File: config.mk
export PLATFORM = sky130hd
export DESIGN_NAME = sorted_list_insert_pop_unit
export DESIGN_NICKNAME = d
export VERILOG_FILES = /design/src/rtl/core/slip_pkg.sv /design/src/rtl/core/slip_cell.sv /design/src/rtl/core/sorted_list_insert_pop_unit.sv
export SDC_FILE = /design/constraint.sdc
export NUM_CORES = 2
export LEC_CHECK = 0
export BUFFER_PORTS_ARGS = -buffer_cell sky130_fd_sc_hd__buf_2
export CORE_MARGIN = 2
export CORE_UTILIZATION = 58
export DETAILED_ROUTE_END_ITERATION = 7
export PLACE_DENSITY = 0.75
export REMOVE_ABC_BUFFERS = 1
export SLEW_MARGIN = 20
export SYNTH_ARGS = -nofsm -noshare
export SYNTH_HDL_FRONTEND = slang
export SYNTH_SLANG_ARGS = --single-unit
File: constraint.sdc
create_clock -name clk -period 10.2 [get_ports clk]
set_clock_uncertainty 0.15 [all_clocks]
set_input_delay 0.51 -clock clk [delete_from_list [all_inputs] [get_ports clk]]
set_output_delay 0.51 -clock clk [all_outputs]
set_load 0.005 [all_outputs]
File: src/rtl/core/slip_pkg.sv
// Package for the sorted insert/pop list: command and result words,
// per-cell control word, operation and status codes. No dependencies.
package slip_pkg;

	localparam int unsigned WORD_W = 32;

	// operation codes
	localparam logic [1:0] KIND_INSERT = 2'd0;
	localparam logic [1:0] KIND_PUSH   = 2'd1;
	localparam logic [1:0] KIND_POP    = 2'd2;

	// status codes
	localparam logic [1:0] ST_DONE  = 2'd0;
	localparam logic [1:0] ST_FULL  = 2'd1;
	localparam logic [1:0] ST_EMPTY = 2'd2;

	typedef struct packed {
		logic [1:0]               kind;
		logic signed [WORD_W-1:0] value_in;
	} in_word_t;

	typedef struct packed {
		logic [1:0]               status;
		logic signed [WORD_W-1:0] value_out;
	} out_word_t;

	// broadcast to every cell in the row
	typedef struct packed {
		logic                     ins;   // insert or push, list not full
		logic                     push;  // force position to the front
		logic                     pop;   // pop, list not empty
		logic signed [WORD_W-1:0] value;
	} cell_ctrl_t;

endpackage

File: src/rtl/core/slip_cell.sv
// One slot of the ordered list: stored value plus occupied flag.
// Depends on slip_pkg (control word type, word width).
module slip_cell (
	input  logic                             clk,
	input  logic                             arst_n,
	input  slip_pkg::cell_ctrl_t             ctrl,
	input  logic signed [slip_pkg::WORD_W-1:0] left_val,
	input  logic                             left_occ,
	input  logic signed [slip_pkg::WORD_W-1:0] right_val,
	input  logic                             right_occ,
	input  logic                             found_in,
	output logic                             found_out,
	output logic signed [slip_pkg::WORD_W-1:0] val,
	output logic                             occ
);

	logic signed [slip_pkg::WORD_W-1:0] val_q;
	logic                               occ_q;
	logic                               stop;

	// insert position is the first free slot or first entry >= value; push forces the front
	assign stop      = !occ_q || ctrl.push || !(val_q < ctrl.value);
	assign found_out = found_in || stop;

	always_ff @(posedge clk or negedge arst_n) begin
		if (!arst_n) begin
			occ_q <= 1'b0;
		end else if (ctrl.ins) begin
			if (found_in) begin
				occ_q <= left_occ;
			end else if (stop) begin
				occ_q <= 1'b1;
			end
		end else if (ctrl.pop) begin
			occ_q <= right_occ;
		end
	end

	always_ff @(posedge clk) begin
		if (ctrl.ins) begin
			if (found_in) begin
				val_q <= left_val;
			end else if (stop) begin
				val_q <= ctrl.value;
			end
		end else if (ctrl.pop) begin
			val_q <= right_val;
		end
	end

	assign val = val_q;
	assign occ = occ_q;

endmodule

File: src/rtl/core/sorted_list_insert_pop_unit.sv
// Top level of the sorted insert/pop list: a row of slip_cell slots and the
// result register. Depends on slip_pkg and slip_cell.
//
//  channel | ports                  | handshake
//  --------+------------------------+-------------------------------
//  command | op (kind, value_in)    | taken when start & !busy
//  result  | res (status, value_out)| valid for one cycle with done
//
// For every command all cells compare against the value at once and shift
// right (insert/push) or left (pop) on the same edge. The result word
// appears on the cycle after acceptance. busy is never raised, so a new
// command may follow every cycle. arst_n empties the list; slot contents are
// not cleared. The result side has no back-pressure.
module sorted_list_insert_pop_unit #(
	parameter int unsigned CAPACITY = 16
) (
	input  logic                clk,
	input  logic                arst_n,
	input  logic                start,
	output logic                busy,
	input  slip_pkg::in_word_t  op,
	output logic                done,
	output slip_pkg::out_word_t res
);

	logic signed [slip_pkg::WORD_W-1:0] val [CAPACITY];
	logic [CAPACITY-1:0]                occ_vec;
	logic [CAPACITY:0]                  found;
	slip_pkg::cell_ctrl_t               ctrl;
	logic                               accept;
	logic                               full;
	logic                               empty;
	logic                               done_q;
	slip_pkg::out_word_t                res_q;
	slip_pkg::out_word_t                res_d;

	assign busy   = 1'b0;
	assign accept = start && !busy;
	assign full   = occ_vec[CAPACITY-1];
	assign empty  = !occ_vec[0];

	always_comb begin
		ctrl.ins   = 1'b0;
		ctrl.push  = 1'b0;
		ctrl.pop   = 1'b0;
		ctrl.value = op.value_in;
		res_d.status    = slip_pkg::ST_DONE;
		res_d.value_out = '0;
		unique case (op.kind) inside
			slip_pkg::KIND_INSERT, slip_pkg::KIND_PUSH: begin
				if (full) begin
					res_d.status = slip_pkg::ST_FULL;
				end else begin
					ctrl.ins  = accept;
					ctrl.push = (op.kind == slip_pkg::KIND_PUSH);
				end
			end
			slip_pkg::KIND_POP: begin
				if (empty) begin
					res_d.status = slip_pkg::ST_EMPTY;
				end else begin
					ctrl.pop        = accept;
					res_d.value_out = val[0];
				end
			end
			default: begin
			end
		endcase
	end

	assign found[0] = 1'b0;

	for (genvar i = 0; i < CAPACITY; i++) begin : g_cell
		logic signed [slip_pkg::WORD_W-1:0] lv;
		logic signed [slip_pkg::WORD_W-1:0] rv;
		logic                               lo;
		logic                               ro;
		if (i == 0) begin : g_head
			assign lv = '0;
			assign lo = 1'b0;
		end else begin : g_mid
			assign lv = val[i-1];
			assign lo = occ_vec[i-1];
		end
		if (i == CAPACITY - 1) begin : g_tail
			assign rv = '0;
			assign ro = 1'b0;
		end else begin : g_body
			assign rv = val[i+1];
			assign ro = occ_vec[i+1];
		end
		slip_cell u_cell (
			.clk       (clk),
			.arst_n    (arst_n),
			.ctrl      (ctrl),
			.left_val  (lv),
			.left_occ  (lo),
			.right_val (rv),
			.right_occ (ro),
			.found_in  (found[i]),
			.found_out (found[i+1]),
			.val       (val[i]),
			.occ       (occ_vec[i])
		);
	end

	always_ff @(posedge clk or negedge arst_n) begin
		if (!arst_n) begin
			done_q <= 1'b0;
		end else begin
			done_q <= accept;
		end
	end

	always_ff @(posedge clk) begin
		if (accept) begin
			res_q <= res_d;
		end
	end

	assign done = done_q;
	assign res  = res_q;

`ifndef SYNTHESIS
	// occupied slots always form a prefix of the row
	a_prefix: assert property (@(posedge clk) disable iff (!arst_n)
		((occ_vec >> 1) & ~occ_vec) == '0)
		else $error("occupied slots not contiguous from the front");

	a_done_src: assert property (@(posedge clk) disable iff (!arst_n)
		done |-> $past(accept))
		else $error("result word without accepted command");

	a_ins_grow: assert property (@(posedge clk) disable iff (!arst_n)
		ctrl.ins |=> $countones(occ_vec) == $countones($past(occ_vec)) + 1)
		else $error("insert did not add exactly one entry");

	a_pop_shrink: assert property (@(posedge clk) disable iff (!arst_n)
		ctrl.pop |=> $countones(occ_vec) + 1 == $countones($past(occ_vec)))
		else $error("pop did not remove exactly one entry");

	a_empty_pop: assert property (@(posedge clk) disable iff (!arst_n)
		(accept && op.kind == slip_pkg::KIND_POP && empty) |=>
		(res.status == slip_pkg::ST_EMPTY && res.value_out == '0))
		else $error("refused pop reported wrongly");
`endif

endmodule
; Word level (Yosys, flattened, before mapping)
; Index checks and enable logic that the tools add are counted.
[totals]
word_cells = 300
regBits = 563
out_inout_bits = 36
in_bits = 37
[classes]
n_reduce_logical = 98
order_cmp = 16
mux = 133
eq_ne = 18
[ops]
columns = cell, count
row1 = $mux W32, 63
row2 = $lt A32 B32 Y1, 16
row3 = $mux W1, 66
row4 = $logic_or A1 B1 Y1, 46
row5 = $ne A3 B1 Y1 const B, 15
row6 = $reduce_and A2 Y1, 17
row7 = $logic_not A1 Y1, 32
row8 = $mux W2, 3
row9 = $pmux W2 S2, 1
row10 = $eq A2 B1 Y1 const B, 1
row11 = $eq A2 B2 Y1 const B, 1
row12 = $logic_not A2 Y1, 1
row13 = $ne A2 B1 Y1 const B, 1
row14 = $reduce_bool A2 Y1, 1
row15 = $reduce_or A2 Y1, 1

; Logic depth before layout (Yosys ltp)
[depth]
word_depth = 21
ltp_mapped = 15
ltp_nobuf = 12

; Cells and area by module
; Synthesis repeated with hierarchy kept, for this count alone.
[hier_totals]
hier_cells = 4291
area_unflattened_um2 = 41731.3
[modules_own_cells]
columns = mod, seq_area_each_um2, cells_per_inst, instances, area_each_um2
row1 = slip_cell, 985.9, 263, 16, 2514.9
row2 = sorted_list_insert_pop_unit, 1046.0, 83, 1, 1492.7

; Least setup slack after synthesis
; OpenSTA, ideal clock, no wires.
[synth_path]
kind = input to register
startpoint = input port op[2] (netlist bit)
endpoint = register g_cell[6].u_cell.val_q (netlist bit g_cell[6].u_cell.val[0]) (enable)
arrival_time_ns = 4.968
setup_slack_ns = 4.642
required_time_ns = 9.610
path_stages = 13
path_buffers = 3
setup_time_ns = 0.440
cell_sequence = inv_1 > ha_1 > a211o_1 > a31oi_1 > o221ai_1 > a211o_1 > a21oi_1 > mux2i_1 > nor4_2 > buf_4 > buf_6 > buf_6 > a41oi_1
[synth_between]
elab_chain_len = 10
word_cells_on_any_way = 28
cone_classes = 7 x order compare / 1 x eq/ne / 20 x reduce/logical
[synth_lines]
columns = item, line_no
row1 = start: declaration, sorted_list_insert_pop_unit.sv:21  ; input slip_pkg::in_word_t op,
row2 = $lt A32 B32 Y1, slip_cell.sv:22  ; assign stop = !occ_q || ctrl.push || !(val_q < ctrl.value);
row3 = $logic_not A1 Y1, slip_cell.sv:22
row4 = $logic_or A1 B1 Y1, slip_cell.sv:22
row5 = $logic_or A1 B1 Y1 (5 in series), slip_cell.sv:23  ; assign found_out = found_in || stop;
row6 = $ne A3 B1 Y1 (no source line) (*), --
row7 = $reduce_and A2 Y1 (no source line) (*), --
row8 = end signal: assignment, slip_cell.sv:42  ; val_q <= left_val;
row9 = end signal: assignment, slip_cell.sv:44  ; val_q <= ctrl.value;
row10 = end signal: assignment, slip_cell.sv:47  ; val_q <= right_val;
row11 = end: declaration, slip_cell.sv:17  ; logic signed [slip_pkg::WORD_W-1:0] val_q;
; Every way passes the cells marked *; elsewhere a longest branch is shown, timed or not.
; A chain may end at the register's enable or synchronous reset.

; Worst setup path after layout
[layout_path]
startpoint = input port op[31] (netlist bit)
endpoint = register g_cell[11].u_cell.val_q (netlist bit g_cell[11].u_cell.val[0]) (enable)
[layout_between]
elab_chain_len = 15
word_cells_on_any_way = 48
cone_classes = 12 x order compare / 1 x eq/ne / 35 x reduce/logical
[layout_lines]
columns = item, line_no
row1 = $lt A32 B32 Y1, slip_cell.sv:22
row2 = $logic_not A1 Y1, slip_cell.sv:22
row3 = $logic_or A1 B1 Y1, slip_cell.sv:22
row4 = $logic_or A1 B1 Y1 (10 in series), slip_cell.sv:23
row5 = $ne A3 B1 Y1 (no source line) (*), --
row6 = $reduce_and A2 Y1 (no source line) (*), --
row7 = end signal: assignment, slip_cell.sv:42
row8 = end signal: assignment, slip_cell.sv:44
row9 = end signal: assignment, slip_cell.sv:47
row10 = end: declaration, slip_cell.sv:17
; Marks and branches as above.

==> flow_metrics.env <==
export IMPL_core_um2=64600
export IMPL_cp_num_cells=14
export IMPL_grt_max_degree=253
export IMPL_path_cells="buf_2 > inv_1 > ha_1 > nand4_1 > nor4_1 > nor3b_1 > o41ai_1 > a311oi_1 > o211ai_1 > nor4_4 > buf_4 > nand3_4 > nor3_1 > a21oi_4"
export IMPL_crit_required_ns=10.32
export IMPL_path_clk_slew_ns=0.06
export IMPL_p_per_area_nw_per_um2=192
export IMPL_p_sw_uw=2650
export IMPL_num_vias=28100
export IMPL_r2r_setup_slack_ns=3.89
export IMPL_num_antenna_cells=0
export IMPL_layout_drive_gt1_share_pct=6.21
export IMPL_rows=93
export IMPL_synth_cell_types=78
export IMPL_finalSetupViolations=0
export IMPL_final_common_cell="edfxtp_1"
export IMPL_min_from="op[33]"
export IMPL_critPathSlowestCell="buf_4"
export IMPL_power_leakage_uw=0.0181
export IMPL_cts_buffer_depth=3
export IMPL_hold_depth=2
export IMPL_layout_min_cycle_time_ns=6.67
export IMPL_cts_hold_buf=1
export IMPL_combPwrFrac_pct=27.6
export IMPL_critPathLaunchType="input pin"
export IMPL_drv_slew=0
export IMPL_cts_sinks=563
export IMPL_max_freq_mhz=150
export IMPL_drc=0
export IMPL_crit_fanout=47
export IMPL_nNetsFinal=4106
export IMPL_portBuffers=71
export IMPL_synthArstFlopShare_pct=3.02
export IMPL_ys_flop_type="edfxtp_1"
export IMPL_numCtsBuffers=61
export IMPL_grt_pass1_vias=27100
export IMPL_synth_warning_count=0
export IMPL_synthAdderAreaFrac_pct=15.3
export IMPL_r2r_start="g_cell[3].u_cell.val[31]"
export IMPL_ctsHtreeMaxLevel=2
export IMPL_worstHoldEndpoint="res[32]"
export IMPL_syn2layout_area_growth_pct=7.33
export IMPL_syn_area_per_cell_um2=10.4
export IMPL_p_int_uw=5160
export IMPL_post_cts_resized=0
export IMPL_clock_latency_ns=0.65
export IMPL_synth_xor_area_share_pct=0
export IMPL_antenna_left=0
export IMPL_synth_compound_area_share_pct=14.0
export IMPL_post_cts_buffers=0
export IMPL_die_w_um=260
export IMPL_grt_pass1_wl_um=148000
export IMPL_ir_worst_vdd_mv=0.132
export IMPL_num_io_pins=73
export IMPL_synth_edff_count=546
export IMPL_post_route_period_util_pct=65.4
export IMPL_gp_congestion=0.916
export IMPL_synth_mux_area_share_pct=11.9
export IMPL_p_seq_share_pct=45.0
export IMPL_worstPathArrival_ns=6.79
export IMPL_routed_via_density=6.23
export IMPL_hold_slack_ns=0.172
export IMPL_p_sw_share_pct=33.9
export IMPL_slowest_delay_ns=0.75
export IMPL_start_util_pct=58.8
export IMPL_critPathCaptureType="flop"
export IMPL_worstSetupPathType="in -> reg"
export IMPL_synth_top_family_by_area="adder cells"
export IMPL_synth_simple_area_share_pct=11.3
export IMPL_route_detailed_wl_per_inst_um=20.5
export IMPL_die_height_um=260
export IMPL_syn_instance_count=3650
export IMPL_ys_seq_area_share_pct=44.3
export IMPL_cts_root_buf="clkbuf_16"
export IMPL_hold_path_class="in -> reg"
export IMPL_routed_wl_um=92300
export IMPL_hold_violations=0
export IMPL_grt_overflow_total=0
export IMPL_cts_tree="built"
export IMPL_slew_headroom_pct=19.8
export IMPL_outcome="finished clean"
export IMPL_reg2reg_depth=12
export IMPL_clock_power_share_pct=27.4
export IMPL_antenna_found_initial=0
export IMPL_max_slew_worst_pin_slew_ns=1.19
export IMPL_drv_cap=0
export IMPL_dieArea_um2=67500
export IMPL_hpwl_um=67900
export IMPL_syn_area_um2=38000
export IMPL_r2r_end="g_cell[11].u_cell.val[0]"
export IMPL_grt_use_total_pct=27.2
export IMPL_rsz0062_at_grt="false"
export IMPL_drt_iter0_markers=2773
export IMPL_final_cell_mix="546 x edfxtp_1, 465 x ha_1, 452 x mux2i_1, 422 x nand2_1, 339 x o21ai_0"
export IMPL_detail_route_first_pass_iterations=8
export IMPL_ys_ff_latch=563
export IMPL_path_delay_family="simple AND/OR/NAND/NOR gates"
export IMPL_fin_setup_tns_ns=0
export IMPL_cp_num_buf_inv=3
## cell usage after synthesis (all sizes together), types with 3 or more instances
cell / number / area (um^2)
o211a: 3 / 30.0
o31a: 4 / 35.0
nor2b: 10 / 62.6
nor4: 10 / 75.1
dfrtp: 17 / 425
a211o: 5 / 43.8
a21oi: 333 / 1670
edfxtp: 546 / 16400
clkbuf: 154 / 578
a211oi: 34 / 260
a22o: 3 / 26.3
ha: 465 / 5820
nand3: 29 / 168
and4: 11 / 96.3
o21a: 12 / 90.1
a21o: 38 / 285
and2: 39 / 244
nor2: 304 / 1140
a31oi: 22 / 138
a221oi: 6 / 58.8
o211ai: 11 / 82.6
inv: 47 / 176
buf: 56 / 422
a41oi: 3 / 26.3
nor3: 32 / 171
a31o: 3 / 26.3
a221o: 8 / 80.1
mux2i: 453 / 4530
or3: 6 / 37.5
o221ai: 3 / 26.3
o2111ai: 9 / 78.8
nand4: 74 / 499
nand2b: 10 / 62.6
a2111oi: 8 / 77.6
o21ai: 412 / 2060
and3: 8 / 50.1
o22ai: 5 / 31.3
nand2: 425 / 1600
## area by class of cell
cell class,instances,area [um^2]
clock inverters,43,307
repair buffers,101,652
flip-flops and latches,563,16800
fillers,5153,23800
multi-input cells,2830,20200
well taps,855,1070
clock buffers,69,1560
inverters,47,176
## worst max-delay path by stage
stage / endpoint / slack [ns] / start
floorplan: g_cell[12].u_cell.val[0] / -2.30 / op[33]
global placement: g_cell[11].u_cell.val[0] / 3.26 / op[31]
detailed placement: g_cell[11].u_cell.val[0] / 3.11 / op[31]
CTS: g_cell[11].u_cell.val[1] / 3.70 / op[31]
global route: g_cell[11].u_cell.val[0] / 3.46 / op[31]
finish: g_cell[11].u_cell.val[0] / 3.53 / op[31]
## registers in the layout, summed over array words and instances (netlist names)
name / count
done: 1
g_cell.u_cell.occ: 16
g_cell.u_cell.val: 512
res: 34
## routing by layer
metal  share of wire (%)  track usage (%)  wire [um]
met1                  45             38.6      41500
met2                  45             43.6      41900
met3                 6.4             3.16       5890
met4                 3.3             9.04       3010
met5                   0                0          0
## power by group through the flow
stage / Combinational, uW / Clock (uW) / Sequential [uW]
5_1_grt: 2460 / 2250 / 3570
6_report: 2160 / 2140 / 3520
3_5_place_dp: 2120 / 0 / 3550
2_1_floorplan: 1750 / 0 / 3430
3_3_place_gp: 2030 / 0 / 3540
4_1_cts: 2140 / 2170 / 3510
## cell families (layout without fill, tap and decap cells)
family / after synthesis / count (layout)
mux: 453 / 453
fa+ha+maj: 465 / 465
buf+inv: 257 / 260
flops: 563 / 563
other cells: 1 / 1
compound gates: 942 / 942
simple gates: 969 / 969
## stage by stage
stage	std cells	setup WS, ns	instance area (um^2)	total power (uW)	utilization (%)
6_report	4508	3.53	40700	7820	63.1
5_1_grt	4508	3.46	40700	8280	63.1
3_3_place_gp	4393	3.26	38800	5580	60.1
2_1_floorplan	3440	-2.30	37000	5180	-
3_5_place_dp	4394	3.11	38800	5670	60.1
4_1_cts	4507	3.70	40700	7810	63.0
Note: power is estimated with default switching activity, not from simulation.
